--- src/rtl/eipp_queue.sv ---
// Two-entry request queue between the angle front end and the PWM back end.
module eipp_queue #(
    parameter int WIDTH = 8
) (
    input  logic             aclk,
    input  logic             aresetn,
    input  logic             push,
    input  logic [WIDTH-1:0] wr_data,
    input  logic             pop,
    output logic [WIDTH-1:0] rd_data,
    output logic             full,
    output logic             empty
);

    localparam int DEPTH = 2;
    localparam int PTRW  = $clog2(DEPTH);
    localparam int CW    = $clog2(DEPTH + 1);

    logic [WIDTH-1:0] mem [DEPTH];
    logic [PTRW-1:0]  wr_ptr_reg;
    logic [PTRW-1:0]  rd_ptr_reg;
    logic [CW-1:0]    count_reg;
    logic [CW-1:0]    count_next;

    assign full    = (count_reg == CW'(DEPTH));
    assign empty   = (count_reg == '0);
    assign rd_data = mem[rd_ptr_reg];

    always_comb begin
        case ({push, pop})
            2'b10:   count_next = count_reg + CW'(1);
            2'b01:   count_next = count_reg - CW'(1);
            default: count_next = count_reg;
        endcase
    end

    always_ff @(posedge aclk) begin
        if (!aresetn) begin
            wr_ptr_reg <= '0;
            rd_ptr_reg <= '0;
            count_reg  <= '0;
        end else begin
            if (push) begin
                mem[wr_ptr_reg] <= wr_data;
                wr_ptr_reg      <= wr_ptr_reg + PTRW'(1);
            end
            if (pop) begin
                rd_ptr_reg <= rd_ptr_reg + PTRW'(1);
            end
            count_reg <= count_next;
        end
    end

endmodule

--- config.mk ---
export PLATFORM = sky130hd
export DESIGN_NAME = eipp_queue
export DESIGN_NICKNAME = d
export VERILOG_FILES = /design/src/rtl/eipp_queue.sv
export SDC_FILE = /design/constraint.sdc
export NUM_CORES = 1
export LEC_CHECK = 0
export ABC_AREA = 0
export BUFFER_PORTS_ARGS = -buffer_cell sky130_fd_sc_hd__buf_4
export CORE_MARGIN = 2
export CORE_UTILIZATION = 30
export CTS_BUF_LIST = sky130_fd_sc_hd__clkbuf_4
export DETAILED_ROUTE_END_ITERATION = 8
export GPL_ROUTABILITY_DRIVEN = 1
export SYNTH_ARGS = -nofsm -noshare
export SYNTH_HDL_FRONTEND = slang
export SYNTH_SLANG_ARGS = --single-unit
export TNS_END_PERCENT = 20
--- constraint.sdc ---
create_clock -name aclk -period 2.2 [get_ports aclk]
set_input_delay 0.22 -clock aclk [delete_from_list [all_inputs] [get_ports aclk]]
set_output_delay 0.22 -clock aclk [all_outputs]
set_load 0.005 [all_outputs]
==> results of run 1 <==
cells by family (layout without fill, tap and decap cells):
kind of cell | Yosys count | after routing | synth area share
adder cells (fa/ha/maj) | 1 | 1 | 0.01570
buffers and inverters | 2 | 26 | 0.01098
AND/OR/NAND/NOR | 10 | 10 | 0.07222
multiplexers | 8 | 8 | 0.1130
XOR/XNOR | 4 | 4 | 0.04396
flip-flops | 21 | 21 | 0.7284
AO/OA/AOI/OAI | 2 | 2 | 0.01570
path summary, 6_finish.rpt:
| check | start | to | slack [ps] | cells past startpoint |
|---|---|---|---|---|
| worst min register to register | count_reg[1]$_SDFFE_PN0P_ | count_reg[1]$_SDFFE_PN0P_ | 520 | 2 |
| worst max register to register | wr_ptr_reg$_SDFFE_PN0P_ | mem[0][6]$_DFFE_PP_ | 950 | 1 |
| worst max-delay path | flip-flop | rd_data[4] | 620 | 2 |
| worst min-delay path | wr_data[4] | mem[0][4]$_DFFE_PP_ | 100 | 1 |
power by group:
part	switching, mW	internal, mW
clock network	0.111	0.0677
registers	0.0154	0.450
logic	0.0357	0.0670
final cells by class:
cell class,count,area (sq um)
Fill cell,247,1485
Clock inverter,1,5.005
Timing Repair Buffer,21,157.7
Clock buffer,3,22.52
Inverter,1,3.754
Multi-Input combinational cell,25,207.7
Tap cell,30,37.54
Sequential cell,21,580.6
stage by stage:
step	setup slack, ps	utilization	hold slack, ps
2_1_floorplan	1096	-	318.9
3_3_place_gp	893.0	0.3949	406.6
3_5_place_dp	896.2	0.3949	408.2
4_1_cts	582.8	0.4059	87.39
5_1_grt	534.9	0.4059	76.98
6_report	621.2	0.4059	98.75
metal layers:
metal,global-route usage,vias up,wire [um],share of wire
met5,0,-,0,0
met4,0.05226,0,27,0.022
met3,0.03981,4,112,0.092
met2,0.1241,21,499,0.41
met1,0.09417,203,571,0.47
li1,-,218,-,-
cell usage in the layout (no fill, tap or decap):
cell / n
edfxtp_1: 16
and2_1: 4
buf_4: 21
clkbuf_4: 3
nand2_1: 1
dfxtp_1: 5
xor2_1: 2
mux2_2: 8
a21boi_1: 1
o21ai_0: 1
ha_1: 1
and3_1: 1
inv_1: 1
xnor2_1: 2
nor2_1: 2
clkinv_2: 1
and2b_2: 1
or3_1: 1
==> out/results.tsv, run 1 <==
stage	metric	value	unit
global_route	first_global_vias	468	
setup_path	cp_top_family	flip-flops	
routing	wl	1211	um
yosys	avgSynthCellArea	16.60	sq um
setup_path	critPathKind	flip-flop to output pin	
setup_path	cp_max_fo	8	
global_route	grt_pass1_wl	1932	um
global_route	grt_max_degree	13	
clock_network	clk-insertion-delay-late	300	ps
timing	finalSetupViolCount	0	
routing	drc	0	
yosys	yosys.cell_count.top_type	edfxtp_1	
clock_network	postCtsHoldBufs	0	
floorplan	die_h	55.55	um
worst_hold_path	min_path_type	input port to flip-flop	
clock_network	cts_inserted_buffers	3	
timing	tns	0	ps
finish	drive_gt1_frac	0.4722	
finish	layoutNonFillerInstCount	102	
yosys	synth_area_leaders	edfxtp_1 60%, dfxtp_1 13%, mux2_2 11%	
yosys	synth_top_area_share	0.6028	
finish	nets	86	
setup_path	path_cells	mux2_2, buf_4	
global_route	track_usage	0.08288	
timing	rsz0062_at_grt	false	
finish	largest_register_ffs	16	
timing	finalHoldViolations	0	
routing	drt_iter0_drc	2	
finish	area_growth	27.32	%
yosys	async_flop_share	0	
yosys	yosysTopAreaCell	edfxtp_1	
clock_network	clock_path_buffers	2	
floorplan	rows	18	
clock_network	ctsResizeCount	0	
floorplan	fp.dieW	55.55	um
floorplan	die_area	3085	sq um
yosys	ys_ff_latch	21	
setup_path	worst_ep_arrival_time	1360	ps
yosys	netlist_top_cells_count	16 x edfxtp_1, 8 x mux2_2, 5 x dfxtp_1, 4 x and2_1	
clock_network	htreeDepth	1	
finish	diodes	0	
setup_path	cpMaxStageDelayCell	dfxtp_1	
yosys	syn_nets	61	
setup_path	critPathLaunchType	flip-flop	
setup_path	slowest_delay	550	ps
placement	place_congestion	0.6256	
global_route	overflow	0	
clock_network	cts_root_buf	clkbuf_4	
global_route	antenna_found_initial	0	
clock_network	path_clk_slew	110	ps
timing	period_minus_slack	1579	ps
timing	relSlewSlack	0.5393	
timing	period_share	0.7176	
yosys	syn_inst	48	
clock_network	cts_tree	yes	
routing	firstDrtPassIters	4	
floorplan	pin_count	22	
finish	fin_area	1015	sq um
run	cap_violations	0	
timing	fmax	633.4	MHz
outcome	status	completed	
power	ir_drop	0.4104	mV
yosys	ys_warn_count	0	
power	fin_total_pwr	0.7463	mW
routing	vias	446	
power	power.density	735.5	nW/um^2
routing	avgRoutedWirePerCell	11.87	um
floorplan	core_area	2500	sq um
routing	drtAntennaViolNets	0	
placement	placed_cell_area	987.2	sq um
yosys	synth_flop_cell	edfxtp_1	
placement	hpwl	876.3	um
setup_path	cp.required	1980	ps
placement	placedCellCount	98	
floorplan	start_util	0.3188	
power	p_leak	0.3976	nW
setup_path	end_kind	output pin	
setup_path	cp_num_buf_inv	1	
placement	io_buffer_count	21	
clock_network	cts.sinks	21	
clock_network	cts_setup_buffers	0	
timing	max_slew.worst_pin.slew	688.4	ps
yosys	synth_edf_count	16	
yosys	seq_area_frac_synth	0.7284	
timing	drv_slew	0	
yosys	syn_area	797.0	sq um
timing	fin_skew	1.327	ps
routing	viasPerCell	4.373	
yosys	yosysUniqueCellTypes	16	
(Power assumes the default switching activity.)
==> run 2: changes to the inputs <==
Clock period 2.2 ns to 1.25 ns, I/O delays scaled along.
==> run 2 against run 1 <==
Net effect: the flow now finishes with violations (negative setup slack); clock-buffer cell count grew 1; first-iteration DRC count grew to 5.0 times the previous value; global-route usage hardly changed; sequential share of layout area is 5.4 points lower; clock power grew 84%; die area did not move; sequential power rose by 75%; critical path depth increased by 1; critical endpoint is now rd_data[5].
==> out/results.tsv, run 2 (synthesized netlist as in run 1, its figures left out) <==
stage	metric	value	unit	change
clock_network	htreeDepth	1		unchanged
routing	drtAntennaViolNets	0		unchanged
global_route	grt_pass1_wl	1994	um	was 1932 um
power	power.density	1234	nW/um^2	was 735.5 nW/um^2
placement	placed_cell_area	1022	sq um	was 987.2 sq um
floorplan	die_h	55.55	um	unchanged
finish	layout_commonest_cell	edfxtp_1		was buf_4
routing	vias	461		was 446
power	switchingPower	0.2855	mW	was 0.1617 mW
outcome	status	finished, violations left		was completed
global_route	first_global_vias	473		was 468
timing	fmax	758.5	MHz	
finish	area_growth	41.13	%	was 27.32%
routing	firstDrtPassIters	3		was 4
clock_network	clock_path_buffers	2		unchanged
floorplan	rows	18		unchanged
finish	fin_area	1125	sq um	was 1015 sq um
worst_hold_path	min-delay-start	wr_data[0]		was wr_data[4]
timing	final.setup.worst_slack	-68.32	ps	was 621.2 ps
global_route	track_usage	0.08317		was 0.08288
timing	max_slew.worst_pin.slew	161.1	ps	was 688.4 ps
floorplan	start_util	0.3188		unchanged
routing	drt_iter0_drc	10		was 2
setup_path	cp.required	1120	ps	was 1980 ps
setup_path	reg2reg_from	count_reg[0]$_SDFFE_PN0P_		was wr_ptr_reg$_SDFFE_PN0P_
finish	drive_gt1_frac	0.5132		was 0.4722
floorplan	fp.dieW	55.55	um	unchanged
finish	diodes	0		unchanged
setup_path	critPathLaunchType	flip-flop		unchanged
global_route	grt_max_degree	12		was 13
setup_path	cpMaxStageDelayCell	dfxtp_2		was dfxtp_1
clock_network	cts_tree	yes		unchanged
routing	avgRoutedWirePerCell	11.30	um	was 11.87 um
power	p_comb_frac	0.177		was 0.138
placement	io_buffer_count	21		unchanged
global_route	antenna_found_initial	0		unchanged
clock_network	path_clk_slew	110	ps	about the same
floorplan	die_area	3085	sq um	unchanged
timing	relSlewSlack	0.8918		was 0.5393
placement	pre_cts_ws	85.28	ps	was 896.2 ps
power	ir_drop	0.6341	mV	was 0.4104 mV
run	cap_violations	0		unchanged
power	p_leak	0.4624	nW	was 0.3976 nW
finish	most-common-layout-cells	16 x edfxtp_1, 15 x buf_4, 8 x mux2_4, 8 x buf_6		was 21 x buf_4, 16 x edfxtp_1, 8 x mux2_2, 5 x dfxtp_1, 4 x and2_1
clock_network	cts.sinks	21		unchanged
power	p_clk_frac	0.236		was 0.239
setup_path	path_cells	buf_12, mux2_4, buf_6		was mux2_2, buf_4
timing	drv_slew	0		unchanged
power	internal_power	1.103	mW	was 0.5846 mW
outcome	failed_checks	negative setup slack		
setup_path	cp_num_buf_inv	2		was 1
setup_path	critPathKind	flip-flop to output pin		unchanged
timing	period_share	1.055		
finish	nets	90		was 86
setup_path	cp_top_family	flip-flops		unchanged
clock_network	clk-insertion-delay-late	290	ps	was 300 ps
timing	fin_skew	0.5132	ps	was 1.327 ps
placement	place_congestion	0.6679		was 0.6256
floorplan	pin_count	22		unchanged
worst_hold_path	min_path_type	input port to flip-flop		unchanged
setup_path	slowest_delay	350	ps	was 550 ps
routing	viasPerCell	4.349		was 4.373
timing	rsz0062_at_grt	true		was false
timing	period_minus_slack	1318	ps	
power	seq_power_share	0.587		was 0.624
floorplan	core_area	2500	sq um	unchanged
routing	wl	1198	um	was 1211 um
setup_path	end_kind	output pin		unchanged
global_route	overflow	0		unchanged
routing	drc	0		unchanged
timing	finalSetupViolCount	8		was 0
setup_path	worst_ep_arrival_time	1190	ps	was 1360 ps
clock_network	cts_root_buf	clkbuf_4		unchanged
clock_network	cts_inserted_buffers	3		unchanged
setup_path	cp_max_fo	8		unchanged
finish	largest_register_ffs	16		unchanged
power	switching_share	0.2056		was 0.2167
timing	finalHoldViolations	0		unchanged
## run 2: cell count changes in the layout (fill, tap and decap cells not counted), sizes merged
| cell | previous run | this run |
|---|---|---|
| clkbuf | 3 | 4 |
| buf | 21 | 24 |
| clkinv | 1 | 0 |
| dlygate4sd3 | 0 | 1 |
## run 2: layer usage
metal | up-vias | track usage | wire [um] | share of wire
met3 | 0 | 0.02342 | 81 | 0.068
li1 | 227 | - | - | -
met5 | - | 0 | 0 | 0
met2 | 17 | 0.1259 | 556 | 0.46
met1 | 217 | 0.1128 | 560 | 0.47
met4 | 0 | 0.03136 | 0 | 0
## run 2: power groups by stage
stage | Combinational, mW | Clock (mW) | Sequential (mW)
4_1_cts | 0.248 | 0.346 | 0.814
5_1_grt | 0.269 | 0.366 | 0.821
3_5_place_dp | 0.211 | 0 | 0.828
2_1_floorplan | 0.0989 | 0 | 0.822
6_report | 0.246 | 0.327 | 0.815
3_3_place_gp | 0.207 | 0 | 0.827
## run 2: path summary, 6_finish.rpt
path	slack, ps	to	cells past startpoint
hold / removal	10	mem[1][0]$_DFFE_PP_	1
setup reg to reg	220	count_reg[1]$_SDFFE_PN0P_	3
hold reg to reg	520	count_reg[1]$_SDFFE_PN0P_	2
setup / recovery	-70	rd_data[5]	3
## run 2: timing repair
item	CTS	global route
resized for setup	17	1
gates cloned	0	0
hold buffers	0	1
hold endpoints to repair	0	2
buffers inserted	0	0
endpoints found under the setup margin	8	9
## run 2: area by class of cell
type,count,area (sq um)
tap,30,37.54
sequential,21,583.1
inverter,1,3.754
timing repair buffer,25,232.7
clock buffer,4,30.03
multi-input combinational,25,237.7
fill,232,1375
## run 2: worst reg2reg max path, cell delays in order (launching register included)
cell	delay (ps)
dfxtp_2	360
xnor2_1	140
or3_1	310
a21boi_1	160
## run 2: through the flow
stage | util | TNS (ps) | hold slack, ps | cells | total power, mW
after floorplan | - | 0 | 223.9 | 48 | 0.9206
after global placement | 0.4089 | 0 | 310.6 | 101 | 1.034
after detailed placement | 0.4089 | 0 | 314.3 | 101 | 1.039
after CTS | 0.4454 | -638.0 | 0.7674 | 105 | 1.408
after global routing | 0.4500 | -920.0 | 0.2102 | 106 | 1.456
final | 0.4500 | -529.3 | 14.36 | 106 | 1.388
==> run 3: changes to the inputs <==
Settings changed: CELL_PAD_IN_SITES_DETAIL_PLACEMENT from default to 1, CELL_PAD_IN_SITES_GLOBAL_PLACEMENT from default to 2, CTS_CLUSTER_DIAMETER from default to 100, PLACE_DENSITY_LB_ADDON from default to 0.1.
==> run 3 against run 2 <==
Net effect: the run still ends with negative setup slack left; maximum frequency shrank 0.18%; hold slack gained 4.4 ps; largest power group unchanged; die area is the same.
==> out/results.tsv, run 3 (synthesized netlist as in run 1, its figures left out) <==
stage	metric	value	unit	change
floorplan	core_area	2500	sq um	unchanged
clock_network	clock_path_buffers	2		unchanged
timing	rsz0062_at_grt	true		unchanged
global_route	grt_pass1_wl	2111	um	was 1994 um
clock_network	cts.sinks	21		unchanged
run	cap_violations	0		unchanged
clock_network	cts_root_buf	clkbuf_4		unchanged
worst_hold_path	hold_end	mem[0][0]$_DFFE_PP_		was mem[1][0]$_DFFE_PP_
timing	period_share	1.057		was 1.055
setup_path	r2r_cells	2		was 3
worst_hold_path	min_path_type	input port to flip-flop		unchanged
routing	drt_iter0_drc	5		was 10
finish	most-common-layout-cells	16 x edfxtp_1, 14 x buf_4, 8 x mux2_4, 8 x buf_6, 5 x dlygate4sd3_1		was 16 x edfxtp_1, 15 x buf_4, 8 x mux2_4, 8 x buf_6
outcome	failed_checks	negative setup slack		unchanged
floorplan	die_area	3085	sq um	unchanged
placement	place_congestion	0.6093		was 0.6679
setup_path	end_kind	output pin		unchanged
timing	final.setup.worst_slack	-70.68	ps	was -68.32 ps
setup_path	path_cells	buf_8, mux2_4, buf_6		was buf_12, mux2_4, buf_6
finish	largest_register_ffs	16		unchanged
clock_network	cts_setup_buffers	0		unchanged
timing	relSlewSlack	0.8825		was 0.8918
setup_path	cp.required	1120	ps	about the same
routing	drtAntennaViolNets	0		unchanged
clock_network	cts_tree	yes		unchanged
floorplan	start_util	0.3188		unchanged
power	ir_drop	0.5417	mV	was 0.6341 mV
timing	fmax	757.2	MHz	was 758.5 MHz
global_route	track_usage	0.08773		was 0.08317
routing	vias	464		was 461
power	power.density	1189	nW/um^2	was 1234 nW/um^2
timing	finalHoldViolations	0		unchanged
placement	hpwl	938.2	um	
setup_path	critPathLaunchType	flip-flop		unchanged
clock_network	clk-insertion-delay-late	280	ps	was 290 ps
placement	placed_cell_area	1022	sq um	unchanged
floorplan	pin_count	22		unchanged
routing	wl	1217	um	was 1198 um
finish	layout_commonest_cell	edfxtp_1		unchanged
outcome	status	finished, violations left		unchanged
worst_hold_path	min-delay-start	wr_data[0]		unchanged
finish	diodes	0		unchanged
floorplan	die_h	55.55	um	unchanged
setup_path	critPathKind	flip-flop to output pin		unchanged
routing	firstDrtPassIters	2		was 3
setup_path	cp_max_fo	8		unchanged
timing	drv_slew	0		unchanged
worst_hold_path	hold-path-cell-count	1		unchanged
routing	viasPerCell	4.218		was 4.349
finish	drive_gt1_frac	0.4875		was 0.5132
setup_path	reg2reg_from	wr_ptr_reg$_SDFFE_PN0P_		was count_reg[0]$_SDFFE_PN0P_
power	p_leak	0.4805	nW	was 0.4624 nW
timing	timing.hold.ws	18.78	ps	was 14.36 ps
floorplan	fp.dieW	55.55	um	unchanged
floorplan	rows	18		unchanged
clock_network	path_clk_slew	110	ps	about the same
finish	nets	94		was 90
setup_path	r2r_end	mem[1][3]$_DFFE_PP_		was count_reg[1]$_SDFFE_PN0P_
timing	period_minus_slack	1321	ps	was 1318 ps
finish	area_growth	47.10	%	was 41.13%
timing	fin_skew	0.8315	ps	was 0.5132 ps
routing	avgRoutedWirePerCell	11.06	um	was 11.30 um
power	fin_total_pwr	1.394	mW	was 1.388 mW
global_route	antenna_found_initial	0		unchanged
global_route	overflow	0		unchanged
placement	io_buffer_count	21		unchanged
clock_network	htreeDepth	1		unchanged
timing	max_slew.worst_pin.slew	175.0	ps	was 161.1 ps
setup_path	cpMaxStageDelayCell	dfxtp_2		unchanged
setup_path	rrSetupSlack	250	ps	was 220 ps
timing	finalSetupViolCount	8		unchanged
global_route	grt_max_degree	12		unchanged
setup_path	worst_ep_arrival_time	1200	ps	was 1190 ps
clock_network	cts_inserted_buffers	3		unchanged
finish	fin_area	1172	sq um	was 1125 sq um
setup_path	slowest_delay	350	ps	about the same
routing	drc	0		unchanged
global_route	first_global_vias	453		was 473
[run 3: changes by cell type in the layout (fill, tap and decap cells not counted), sizes merged]
cell / before / now
dlygate4sd3: 1 / 5
[run 3: worst max path at each step]
stage          slack, ps                        end  cells past startpoint                    start
2_1_floorplan        190        mem[0][0]$_DFFE_PP_                      1  wr_ptr_reg$_SDFFE_PN0P_
6_report             -70                 rd_data[2]                      3                flip-flop
5_1_grt             -130                 rd_data[2]                      3                flip-flop
3_5_place_dp          70  count_reg[1]$_SDFFE_PN0P_                      5                     push
4_1_cts             -100                 rd_data[2]                      3                flip-flop
3_3_place_gp         110  count_reg[1]$_SDFFE_PN0P_                      5                     push
[run 3: worst max-delay path: cells and delay by family (launching register included)]
family                 cells  cell delay [ps]
buffers and inverters      2              250
flip-flops                 1              350
multiplexers               1              310
[run 3: where the power goes]
group | switching (mW) | total, mW | internal [mW] | leakage, nW
sequential | 0.0212 | 0.815 | 0.794 | 0.189
combinational | 0.0832 | 0.255 | 0.171 | 0.273
clock | 0.180 | 0.325 | 0.145 | 0.0184
[run 3: cell type report]
type                            instances  area [sq um]
Tap cell                               30         37.54
Fill cell                             261          1328
Timing Repair Buffer                   29         280.3
Clock buffer                            4         30.03
Sequential cell                        21         583.1
Multi-Input combinational cell         25         237.7
Inverter                                1         3.754
[run 3: metal layers]
metal | routed length (um) | share of wire | track usage
met4 | 19 | 0.016 | 0.04181
met1 | 532 | 0.44 | 0.1028
met2 | 609 | 0.50 | 0.1497
met5 | 0 | 0 | 0
met3 | 56 | 0.046 | 0.02108
[run 3: timing repair]
action / in CTS / in global routing
setup endpoints to repair: 8 / 9
hold buffers: 0 / 5
endpoints found under the hold margin: 0 / 9
resized for setup: 19 / 1
[run 3: through the flow]
| step | std cells | util | setup TNS [ps] | worst slack (ps) |
|---|---|---|---|---|
| 5_1_grt | 110 | 0.4690 | -974.0 | -126.7 |
| 2_1_floorplan | 48 | - | 0 | 186.0 |
| 6_report | 110 | 0.4690 | -540.9 | -70.68 |
| 3_3_place_gp | 101 | 0.4089 | 0 | 106.2 |
| 4_1_cts | 105 | 0.4484 | -722.2 | -95.62 |
| 3_5_place_dp | 101 | 0.4089 | 0 | 67.86 |
