===== src/rtl/eipp_pkg.sv =====
// Shared types for the encoder inverse Park PWM block.
package eipp_pkg;

    // Configuration registers as seen by the angle front end
    typedef struct packed {
        logic [15:0] zero_offset;
        logic        reverse_direction;
        logic [6:0]  pair_count;
    } eipp_cfg_t;

    // Classified request handed from the front end to the PWM back end
    typedef struct packed {
        logic [15:0]        mech_angle;
        logic [15:0]        elec_angle;
        logic signed [15:0] angle_step;
        logic signed [15:0] ud_cmd;
        logic signed [15:0] uq_cmd;
    } eipp_item_t;

endpackage


===== src/rtl/eipp_front.sv =====
// Angle front end: accepts requests, forms mechanical/electrical angle, step and phase index.
module eipp_front
    import eipp_pkg::*;
#(
    parameter int ANGLE_BITS   = 16,
    parameter int SINE_ENTRIES = 1024,
    localparam int PW          = $clog2(SINE_ENTRIES) + 2
) (
    input  logic               aclk,
    input  logic               aresetn,
    input  eipp_cfg_t          cfg,
    input  logic               s_valid,
    output logic               s_ready,
    input  logic [15:0]        enc_angle,
    input  logic signed [15:0] ud_cmd,
    input  logic signed [15:0] uq_cmd,
    output logic               push,
    input  logic               full,
    output eipp_item_t         item,
    output logic [PW-1:0]      phase
);

    localparam int AW = ANGLE_BITS;
    localparam int EB = $clog2(SINE_ENTRIES);
    localparam int SW = AW + EB + 3;

    typedef enum logic {
        FR_IDLE,
        FR_CALC
    } state_t;

    state_t             state_reg;
    logic [AW-1:0]      mech_reg;
    logic [AW-1:0]      last_mech_reg;
    logic signed [15:0] step_reg;
    logic signed [15:0] ud_reg;
    logic signed [15:0] uq_reg;

    logic [AW-1:0]      enc_a;
    logic [AW-1:0]      off_a;
    logic [AW-1:0]      mech;
    logic [AW-1:0]      diff;
    logic [AW+6:0]      elec_prod;
    logic [AW-1:0]      elec;
    logic [SW-1:0]      phase_sum;

    always_comb begin
        enc_a = AW'(enc_angle);
        off_a = AW'(cfg.zero_offset);
        mech  = cfg.reverse_direction ? (off_a - enc_a) : (off_a + enc_a);
        diff  = mech - last_mech_reg;
    end

    // Electrical angle wraps by keeping the low angle bits of the product
    assign elec_prod = {7'd0, mech_reg} * {{AW{1'b0}}, cfg.pair_count};
    assign elec      = elec_prod[AW-1:0];

    // Round to the nearest table step; the spare top bit drops a full-turn result to zero
    assign phase_sum = (SW'(elec) << (EB + 2)) + (SW'(1) << (AW - 1));
    assign phase     = phase_sum[AW +: PW];

    assign item.mech_angle = 16'(mech_reg);
    assign item.elec_angle = 16'(elec);
    assign item.angle_step = step_reg;
    assign item.ud_cmd     = ud_reg;
    assign item.uq_cmd     = uq_reg;

    assign s_ready = aresetn && (state_reg == FR_IDLE);
    assign push    = (state_reg == FR_CALC) && !full;

    always_ff @(posedge aclk) begin
        if (!aresetn) begin
            state_reg     <= FR_IDLE;
            last_mech_reg <= '0;
        end else begin
            unique case (state_reg)
                FR_IDLE: begin
                    if (s_valid) begin
                        mech_reg      <= mech;
                        last_mech_reg <= mech;
                        step_reg      <= 16'($signed(diff));
                        ud_reg        <= ud_cmd;
                        uq_reg        <= uq_cmd;
                        state_reg     <= FR_CALC;
                    end
                end
                FR_CALC: begin
                    // hold until the queue has room
                    if (!full) begin
                        state_reg <= FR_IDLE;
                    end
                end
            endcase
        end
    end

endmodule


===== config.mk =====
export PLATFORM = sky130hd
export DESIGN_NAME = eipp_front
export DESIGN_NICKNAME = d
export VERILOG_FILES = /design/src/rtl/eipp_pkg.sv /design/src/rtl/eipp_front.sv
export SDC_FILE = /design/constraint.sdc
export NUM_CORES = 1
export LEC_CHECK = 0
export ABC_CLOCK_PERIOD_IN_PS = 7130
export BUFFER_PORTS_ARGS = -buffer_cell sky130_fd_sc_hd__buf_2
export CAP_MARGIN = 30
export CELL_PAD_IN_SITES_DETAIL_PLACEMENT = 0
export CELL_PAD_IN_SITES_GLOBAL_PLACEMENT = 1
export CORE_MARGIN = 3
export CORE_UTILIZATION = 39
export CTS_BUF_LIST = sky130_fd_sc_hd__clkbuf_8
export DETAILED_ROUTE_END_ITERATION = 8
export PLACE_DENSITY = 0.9
export RECOVER_POWER = 50
export SYNTH_ARGS = -nofsm -noshare
export SYNTH_HDL_FRONTEND = slang
export SYNTH_SLANG_ARGS = --single-unit
export TNS_END_PERCENT = 20

===== constraint.sdc =====
create_clock -name aclk -period 7.13 [get_ports aclk]
set_input_delay 1.426 -clock aclk [delete_from_list [all_inputs] [get_ports aclk]]
set_output_delay 1.426 -clock aclk [all_outputs]
set_load 0.02 [all_outputs]

==> results of run 1 <==
## final timing paths
check                                       from               end  slack (ns)
worst max-delay path                      cfg[4]          phase[9]       -0.03
worst min-delay path            last_mech_reg[4]  last_mech_reg[4]        0.45
worst max register to register  last_mech_reg[0]      step_reg[10]        3.99
worst min register to register  last_mech_reg[4]  last_mech_reg[4]        0.45
## per-stage QoR
stage               util (%)  setup WS (ns)  total power [mW]
finish                  52.2        -0.0335              4.73
floorplan                  -       0.000561              2.74
global placement        49.2         -0.186              3.79
CTS                     51.8       -0.00713              4.50
detailed placement      49.2         -0.253              3.82
global route            52.2         -0.247              5.10
## cells by family after synthesis
| family | count (synthesis) | share of synthesized area (%) |
|---|---|---|
| and+or+nand+nor | 239 | 17.4 |
| AOI/OAI and AO/OA | 122 | 11.5 |
| buffers and inverters | 119 | 6.24 |
| adders and majority gates | 108 | 24.5 |
| DFF | 81 | 31.5 |
| xor gates and xnor gates | 68 | 8.40 |
| muxes | 3 | 0.436 |
## cell usage after synthesis, types with 5 or more instances
| library cell | number |
|---|---|
| a211oi_1 | 8 |
| a21o_1 | 9 |
| a21oi_1 | 40 |
| and2_1 | 66 |
| clkbuf_1 | 12 |
| dfxtp_1 | 17 |
| edfxtp_1 | 64 |
| fa_1 | 54 |
| ha_1 | 54 |
| inv_1 | 106 |
| nand2_1 | 58 |
| nand2b_1 | 7 |
| nand3_1 | 9 |
| nand4_1 | 6 |
| nor2_1 | 50 |
| nor2b_1 | 8 |
| nor3_1 | 10 |
| o21a_1 | 8 |
| o21ai_0 | 13 |
| o21bai_1 | 5 |
| xnor2_1 | 51 |
| xor2_1 | 16 |
## routing by layer
| layer | track usage (%) | vias up | part of all wire, % | routed length, µm |
|---|---|---|---|---|
| li1 | - | 2923 | - | - |
| met1 | 20.4 | 2681 | 43 | 7170 |
| met2 | 31.1 | 127 | 52 | 8750 |
| met3 | 2.56 | 20 | 3.7 | 620 |
| met4 | 4.39 | 0 | 1.7 | 293 |
| met5 | 0 | - | 0 | 0 |
## area by class of cell
class	instances	share of cell area (%)
inverter	106	4.32
tap	225	3.06
clock inverter	7	0.666
multi-input combinational	540	52.8
clock buffer	9	1.34
sequential	81	24.6
timing repair buffer	219	13.2
## worst max-delay path, delay by kind of cell
family                   cells  cell delay (ns)
AND/OR/NAND/NOR              4             0.71
buffers and inverters        6             0.63
adder cells (fa/ha/maj)      5             2.21
AO/OA/AOI/OAI                2             0.62
XOR/XNOR                     1             0.13
## power breakdown
| part | leakage (nW) | internal (mW) | switching, mW |
|---|---|---|---|
| Sequential | 0.735 | 0.592 | 0.0303 |
| Combinational | 3.14 | 1.75 | 2.04 |
| Clock | 0.0957 | 0.134 | 0.178 |
| Total | 3.97 | 2.48 | 2.25 |
## timing repair
action | in CTS | in global routing
hold endpoints to repair | 0 | 0
gates resized for setup | 54 | 35
pin swaps | 36 | 39
setup endpoints to repair | 7 | 10
setup buffers | 3 | 1
==> summary.txt, run 1 <==
Status
  – Status: finished, violations left
  – Failing checks: setup timing

Placed design
  – Port Buffer Count: 169
  – Global placer's final weighted congestion: 0.874
  – Post-detail-place hpwl: 13600 µm
  – Placed Area: 0.00868 mm²
  – # placed instances: 1168

GRT
  – Vias in the first global route: 5848
  – Initial antenna violation count: 0
  – First-pass GRT wire length: 27800 µm
  – Largest net degree at the start of global routing: 63
  – Tot GR Track Use: 16.8%
  – Gr ovfl total: 0

Clock network
  – Clk_lat worst skew: 0.36 ns
  – Root buffer cell: clkbuf_8
  – TritonCTS Buffers: 9
  – Clk pin slew, worst setup/hold paths: 0.08 ns
  – CTS sink count: 81
  – CTS tree: done
  – Maximum clock insertion buffer count: 2
  – Htree depth: 3
  – Hold-fix buffers, CTS: 0

Synth
  – Post-synth top area share: 26.8%
  – Syn avg cell area: 9.70 µm²
  – Post-synth EDFFs: 64
  – Post-synth ARST share: 0%
  – Largest cells by area after synthesis: edfxtp_1, fa_1, ha_1
  – Top_reg_cell synth: edfxtp_1
  – Post-synthesis sequential area ratio: 31.5%
  – Syn_nets: 924
  – YS warnings: 0
  – Post-synthesis cell type count: 59
  – Post-synthesis cell count: 740
  – Dominant cell type by area after synthesis: edfxtp_1
  – Register bit total from synthesis: 81
  – Syn Std Cell Area: 0.00718 mm²

Drt
  – Vias: 5751
  – Routed Antenna Nets: 0
  – DRT iter0 DRCs: 207
  – Residual DRC: 0
  – Drt wl/cell: 14.2 µm
  – DR pass1 iterations: 4
  – Vias per cell: 4.84
  – Routed wire length: 16800 µm

Setup path
  – CP Capture Type: primary output
  – R2r worst-path depth: 10
  – Crit path launch type: input port
  – Worst path slowest cell: fa_1
  – Crit-path cells: buf_4, and2_4, fa_1, fa_1, fa_1, inv_1, fa_1, inv_1, ha_4, nor3_1, nand2b_1, o2111a_1, a211oi_2, buf_4, inv_2, nand4_1, xnor2_2, buf_4
  – CP most frequent cell: fa_1
  – Arr. time, crit path: 5.74 ns
  – Critical path type: in2out
  – Crit-path max FO: 10
  – Critical Path Max Stage Delay: 0.56 ns
  – Worst path required time: 5.70 ns

Layout
  – Diodes inserted: 0
  – Commonest non-fill, non-tap cells in the layout: buf_2, inv_1, edfxtp_1
  – Seq. cell area: 0.00226 mm²
  – Multi-input gate area: 0.00486 mm²
  – Layout filler cell count: 1634
  – Final nets: 1141
  – Finished Cell Area: 0.00921 mm²
  – Non-filler cells, final: 1187
  – Layout area overhead: 28.4%
  – Layout cells sized above 1: 26.4%
  – Commonest non-fill, non-tap cell in the layout: buf_2

Timing
  – Minimum clock period: 7.16 ns
  – Worst rel slew slack: 37.3%
  – Total negative slack: -0.0335 ns
  – Worst-Margin Slew: 0.916 ns
  – Fmax: 0.140 GHz
  – Worst Setup Slack, final: -0.0335 ns
  – Final Slew Violations: 0
  – RSZ-0062 raised after global routing: yes
  – Fin crit share: 100%
  – Final Setup Violations: 1
  – Hold_ws: 0.454 ns
  – Final hold vios: 0
  – Clock Skew: 0.0110 ns

Power
  – LEAKAGE: 3.97 nW
  – Pwr Density: 513 mW/mm²
  – Peak supply drop: 1140 µV

Hold path
  – Hold WC Path Type: reg2reg
  – Worst hold path depth: 2

Die
  – Die H: 142 µm
  – Horiz. Die Dim: 142 µm
  – Core area: 0.0177 mm²
  – Initial core utilization: 40.6%
  – I/O Pins: 170
  – Die ar.: 0.0201 mm²
  – Cell Rows: 48

Run
  – Max-cap violation count: 0
(Power assumes the default switching activity.)
==> run 2: changes to the inputs <==
--- a/config.mk
+++ b/config.mk
@@ -5,16 +5,17 @@
 export SDC_FILE = /design/constraint.sdc
 export NUM_CORES = 1
 export LEC_CHECK = 0
-export ABC_CLOCK_PERIOD_IN_PS = 7130
+export ABC_CLOCK_PERIOD_IN_PS = 6700
 export BUFFER_PORTS_ARGS = -buffer_cell sky130_fd_sc_hd__buf_2
 export CAP_MARGIN = 30
 export CELL_PAD_IN_SITES_DETAIL_PLACEMENT = 0
 export CELL_PAD_IN_SITES_GLOBAL_PLACEMENT = 1
 export CORE_MARGIN = 3
-export CORE_UTILIZATION = 39
+export CORE_UTILIZATION = 43
 export CTS_BUF_LIST = sky130_fd_sc_hd__clkbuf_8
 export DETAILED_ROUTE_END_ITERATION = 8
-export PLACE_DENSITY = 0.9
+export MAX_ROUTING_LAYER = met4
+export PLACE_DENSITY = 0.94
 export RECOVER_POWER = 50
 export SYNTH_ARGS = -nofsm -noshare
 export SYNTH_HDL_FRONTEND = slang
==> constraint.sdc (replaced) <==
create_clock -name aclk -period 6.7 [get_ports aclk]
set_input_delay 1.34 -clock aclk [delete_from_list [all_inputs] [get_ports aclk]]
set_output_delay 1.34 -clock aclk [all_outputs]
set_load 0.02 [all_outputs]
==> summary.txt, run 2 (same netlist as run 1, synthesis figures left out) <==
Clock network
  – CTS tree: done
  – Hold-fix buffers, CTS: 0 (unchanged)
  – Root buffer cell: clkbuf_8
  – CTS sink count: 81 (unchanged)
  – Clk pin slew, worst setup/hold paths: 0.08 ns (about the same)
  – Htree depth: 3 (unchanged)
  – Maximum clock insertion buffer count: 2 (unchanged)
  – TritonCTS Buffers: 9 (unchanged)
  – Clk_lat worst skew: 0.35 ns (about the same)

Drt
  – Vias per cell: 4.92 (+1.5%)
  – Routed wire length: 16500 µm (-1.8%)
  – Vias: 5786 (+0.61%)
  – Residual DRC: 0 (unchanged)
  – Drt wl/cell: 14.0 µm (-0.98%)
  – DR pass1 iterations: 4 (unchanged)
  – Routed Antenna Nets: 0 (unchanged)
  – DRT iter0 DRCs: 213 (+2.9%)

Layout
  – Final nets: 1140 (-0.088%)
  – Diodes inserted: 0 (unchanged)
  – Commonest non-fill, non-tap cells in the layout: inv_1, buf_2, edfxtp_1
  – Layout area overhead: 28.9%
  – Non-filler cells, final: 1177 (-0.84%)
  – Layout cells sized above 1: 27.1% (+0.65 points)
  – Post-layout util: 57.4% (+5.2 points)

Timing
  – Final hold vios: 0 (unchanged)
  – Clock Skew: 0.00875 ns (-0.00228 ns)
  – Fin crit share: 103%
  – RSZ-0062 raised after global routing: yes
  – Total negative slack: -1.07 ns (-1.03 ns)
  – Final Slew Violations: 0 (unchanged)
  – Worst-Margin Slew: 0.933 ns (+0.0165 ns)
  – Fmax: 0.145 GHz
  – Final Setup Violations: 9 (+8)
  – Worst Setup Slack, final: -0.206 ns (-0.173 ns)
  – Minimum clock period: 6.91 ns
  – Worst rel slew slack: 37.7% (+0.35 points)

Setup path
  – Worst path required time: 5.36 ns (-0.34 ns)
  – Critical Path Max Stage Delay: 0.53 ns (-0.03 ns)
  – Crit path launch type: input port
  – Crit-path cells: buf_8, and2_4, fa_1, inv_1, fa_1, inv_1, fa_1, inv_1, fa_1, inv_2, ha_4, nand3_2, a2bb2oi_2, buf_4, a211oi_4, xnor2_1, a211oi_2, nand4_1, xnor2_2, buf_4
  – Critical path type: in2out
  – Worst path slowest cell: fa_1
  – CP most frequent cell: fa_1
  – Arr. time, crit path: 5.57 ns (-0.17 ns)
  – Crit-path max FO: 5 (-5)
  – CP Capture Type: primary output

Run
  – Max-cap violation count: 0 (unchanged)

Die
  – Initial core utilization: 44.5% (+3.9 points)
  – Die ar.: 0.0183 mm² (-8.9%)
  – I/O Pins: 170 (unchanged)
  – Die H: 135 µm (-4.6%)
  – Horiz. Die Dim: 135 µm (-4.6%)
  – Core area: 0.0161 mm² (-8.7%)
  – Cell Rows: 46 (-4.2%)

Status
  – Status: finished, violations left
  – Failing checks: setup timing

GRT
  – Initial antenna violation count: 0 (unchanged)
  – Tot GR Track Use: 19.2% (+2.3 points)
  – Gr ovfl total: 0 (unchanged)
  – First-pass GRT wire length: 27900 µm (+0.18%)
  – Largest net degree at the start of global routing: 64 (+1.6%)
  – Vias in the first global route: 5841 (-0.12%)

Placed design
  – # placed instances: 1157 (-0.94%)
  – Port Buffer Count: 169 (unchanged)
  – Pre-CTS setup slack: -0.435 ns (-0.182 ns)
  – Global placer's final weighted congestion: 0.846 (-3.2%)
  – Post-detail-place hpwl: 13400 µm (-1.4%)

Power
  – LEAKAGE: 4.00 nW (+0.57%)
  – Peak supply drop: 653 µV (-43%)
  – Pwr Density: 541 mW/mm² (+5.5%)

Hold path
  – Hold WC Path Type: reg2reg
[run 2: cell count changes in the layout (fill, tap and decap cells not counted), sizes merged]
cell    change
buf         -3
bufinv      +2
clkbuf      +2
clkinv      -2
[run 2: per-stage QoR]
stage,hold WS [ns],instance area [µm²],total power [mW]
final,0.458,9250,5.00
after floorplan,0.436,7360,3.02
after global placement,0.442,8730,4.09
after detailed placement,0.448,8730,4.15
after CTS,0.459,9280,4.94
after global routing,0.489,9250,5.41
[run 2: critical path, delay by kind of cell]
kind | cells | cell delay (ns)
buffers and inverters | 7 | 0.62
XOR/XNOR | 2 | 0.30
adder cells (fa/ha/maj) | 5 | 2.24
AO/OA/AOI/OAI | 3 | 0.69
AND/OR/NAND/NOR | 3 | 0.37
[run 2: per-layer routing]
layer  part of all wire, %  wire (µm)  GRT usage (%)  vias to the layer above
met3                   3.9        643           2.04                       23
met2                    52       8560           33.4                      133
li1                      -          -              -                     2919
met4                   1.9        312           6.44                        0
met5                     0          0              -                        -
met1                    42       7010           23.3                     2711
[run 2: worst paths after layout]
| check | slack [ns] | end | start | cells after the start |
|---|---|---|---|---|
| setup / recovery | -0.21 | phase[11] | cfg[3] | 20 |
| hold / removal | 0.46 | last_mech_reg[6] | last_mech_reg[6] | 2 |
| hold reg to reg | 0.46 | last_mech_reg[6] | last_mech_reg[6] | 2 |
| setup reg to reg | 3.67 | step_reg[12] | last_mech_reg[0] | 10 |
[run 2: final cells by class]
class	instances	area, µm²
clock buffers	9	124
clock inverters	7	101
fillers	1448	6870
inverters	106	400
multi-input cells	540	4860
flip-flops and latches	81	2260
well taps	216	270
repair buffers	218	1230
[run 2: power by group]
group	internal [mW]	switching, mW
logic	1.85	2.10
clock network	0.214	0.177
registers	0.630	0.0324
total	2.69	2.31
[run 2: what timing repair did]
action                                  4_1_cts  5_1_grt
setup buffers                                 3        0
cloned                                        1        0
gates resized for setup                      74       12
endpoints found under the setup margin       15       16
endpoints found under the hold margin         0        0
pin swaps                                    41        7
==> run 3: changes to the inputs <==
--- a/config.mk
+++ b/config.mk
@@ -17,6 +17,7 @@
 export MAX_ROUTING_LAYER = met4
 export PLACE_DENSITY = 0.94
 export RECOVER_POWER = 50
+export SETUP_SLACK_MARGIN = 0.2
 export SYNTH_ARGS = -nofsm -noshare
 export SYNTH_HDL_FRONTEND = slang
 export SYNTH_SLANG_ARGS = --single-unit
==> summary.txt, run 3 (same netlist as run 1, synthesis figures left out) <==
Status
  – Status: finished, violations left
  – Failing checks: setup timing

Placed design
  – Post-detail-place hpwl: 13700 µm (+1.6%)
  – Port Buffer Count: 169 (unchanged)
  – Global placer's final weighted congestion: 0.865 (+2.3%)
  – # placed instances: 1158 (+0.086%)

Drt
  – DR pass1 iterations: 5 (+1)
  – DRT iter0 DRCs: 199 (-6.6%)
  – Routed Antenna Nets: 0 (unchanged)
  – Routed wire length: 16700 µm (+1.1%)
  – Vias: 5775 (-0.19%)
  – Residual DRC: 0 (unchanged)
  – Drt wl/cell: 14.1 µm (+0.74%)
  – Vias per cell: 4.89 (-0.53%)

Timing
  – Worst Setup Slack, final: -0.301 ns (-0.0949 ns)
  – Fin crit share: 104% (+1.4 points)
  – Final Slew Violations: 0 (unchanged)
  – Fmax: 0.143 GHz (-1.4%)
  – Final Setup Violations: 12 (+3)
  – Minimum clock period: 7.00 ns (+0.0949 ns)
  – Worst rel slew slack: 40.9% (+3.2 points)
  – Total negative slack: -1.56 ns (-0.496 ns)
  – Clock Skew: 0.0131 ns (+0.00435 ns)
  – RSZ-0062 raised after global routing: yes
  – Final hold vios: 0 (unchanged)
  – Worst-Margin Slew: 0.864 ns (-0.0687 ns)

Hold path
  – Hold WC Path Type: reg2reg

Power
  – Pwr Density: 563 mW/mm² (+4.1%)
  – Peak supply drop: 918 µV (+41%)
  – LEAKAGE: 4.04 nW (+0.95%)

GRT
  – Vias in the first global route: 5822 (-0.33%)
  – Tot GR Track Use: 19.0% (-0.18 points)
  – Gr ovfl total: 0 (unchanged)
  – Largest net degree at the start of global routing: 34 (-47%)
  – First-pass GRT wire length: 27500 µm (-1.4%)
  – Initial antenna violation count: 0 (unchanged)

Die
  – Cell Rows: 46 (unchanged)
  – I/O Pins: 170 (unchanged)
  – Die ar.: 0.0183 mm² (unchanged)
  – Die H: 135 µm (unchanged)
  – Core area: 0.0161 mm² (unchanged)
  – Initial core utilization: 44.5% (unchanged)
  – Horiz. Die Dim: 135 µm (unchanged)

Setup path
  – Crit path launch type: input port
  – Arr. time, crit path: 5.66 ns (+0.09 ns)
  – Worst r2r src: last_mech_reg[0]
  – CP Capture Type: primary output
  – Worst path slowest cell: fa_1
  – Critical path type: in2out
  – Levels on crit path: 17 (-15%)
  – CP most frequent cell: fa_1
  – Worst Path Buf+Inv: 4 (-3)
  – R2r worst-path depth: 10 (unchanged)
  – Crit-path cells: buf_4, and2_1, fa_1, fa_2, fa_1, inv_1, fa_1, inv_1, ha_4, or3_4, a21oi_4, a211oi_4, mux2i_2, a211oi_4, nand4_1, xnor2_2, buf_4
  – CP endpoint: phase[11]
  – Crit path from: cfg[1]
  – Crit path max-delay family: adder cells
  – RR Endpoint: step_reg[12]
  – Critical Path Max Stage Delay: 0.55 ns (+0.02 ns)
  – Crit-path max FO: 8 (+3)
  – R2R setup slack: 3.67 ns (about the same)
  – Worst path required time: 5.36 ns (about the same)

Layout
  – Final nets: 1144 (+0.35%)
  – Commonest non-fill, non-tap cell in the layout: inv_1
  – Layout area overhead: 30.0%
  – Layout filler cell count: 1455 (+0.48%)
  – Diodes inserted: 0 (unchanged)
  – Commonest non-fill, non-tap cells in the layout: inv_1, buf_2, edfxtp_1
  – Non-filler cells, final: 1181 (+0.34%)
  – Post-layout util: 57.9% (+0.49 points)
  – Layout cells sized above 1: 27.5% (+0.41 points)

Clock network
  – Htree depth: 3 (unchanged)
  – Root buffer cell: clkbuf_8
  – Clk pin slew, worst setup/hold paths: 0.08 ns (about the same)
  – Maximum clock insertion buffer count: 2 (unchanged)
  – TritonCTS Buffers: 9 (unchanged)
  – Hold-fix buffers, CTS: 0 (unchanged)
  – Clk_lat worst skew: 0.36 ns (about the same)
  – CTS sink count: 81 (unchanged)
  – CTS tree: done

Run
  – Max-cap violation count: 0 (unchanged)
run 3: cell types whose count changed in the layout (fill, tap and decap cells not counted), sizes merged:
cell / delta
buf: +2
bufinv: -1
clkinvlp: +1
clkbuf: +2
run 3: layout make-up:
cell class | instances | area, µm² | share of cell area, %
inverter | 106 | 400 | 4.29
timing repair buffer | 222 | 1250 | 13.4
sequential | 81 | 2260 | 24.3
multi-input combinational | 540 | 4940 | 53.0
clock inverter | 7 | 76.3 | 0.818
tap | 216 | 270 | 2.90
clock buffer | 9 | 124 | 1.33
run 3: per-layer routing:
metal / GRT usage (%) / up-vias / routed length, µm
met5: - / - / 0
met4: 5.71 / 0 / 309
met3: 1.67 / 23 / 496
met2: 34.3 / 112 / 8690
met1: 22.6 / 2715 / 7210
li1: - / 2925 / -
run 3: per-stage QoR:
step | area (µm²) | worst slack (ns) | hold slack [ns] | power (mW)
after floorplan | 7360 | -0.156 | 0.436 | 3.02
after global placement | 8740 | -0.312 | 0.442 | 4.06
after detailed placement | 8740 | -0.487 | 0.449 | 4.15
after CTS | 9220 | -0.276 | 0.460 | 4.94
after global routing | 9330 | -0.470 | 0.488 | 5.65
final | 9330 | -0.301 | 0.458 | 5.25
run 3: where the power goes:
part | leakage [nW] | total, mW | switching, mW | internal (mW)
Clock | 0.102 | 0.355 | 0.180 | 0.175
Sequential | 0.735 | 0.661 | 0.0313 | 0.629
Combinational | 3.20 | 4.24 | 2.24 | 2.00
run 3: worst min path at each step:
stage / start / endpoint / cells past startpoint / slack [ns]
after floorplan: last_mech_reg[10] / last_mech_reg[10] / 2 / 0.44
after global placement: last_mech_reg[10] / last_mech_reg[10] / 2 / 0.44
after detailed placement: last_mech_reg[4] / last_mech_reg[4] / 2 / 0.45
after CTS: last_mech_reg[4] / last_mech_reg[4] / 2 / 0.46
after global routing: last_mech_reg[4] / last_mech_reg[4] / 2 / 0.49
final: last_mech_reg[3] / last_mech_reg[3] / 2 / 0.46
run 3: worst min-delay path, stage by stage, from the launching register on:
cell,delay (ns)
dfxtp_1,0.31
nand2_1,0.05
a21oi_1,0.05
run 3: timing repair:
action | in CTS | in global routing
setup endpoints to repair | 17 | 19
buffers inserted | 3 | 4
resized for setup | 64 | 33
hold endpoints to repair | 0 | 0
pin swaps | 38 | 20
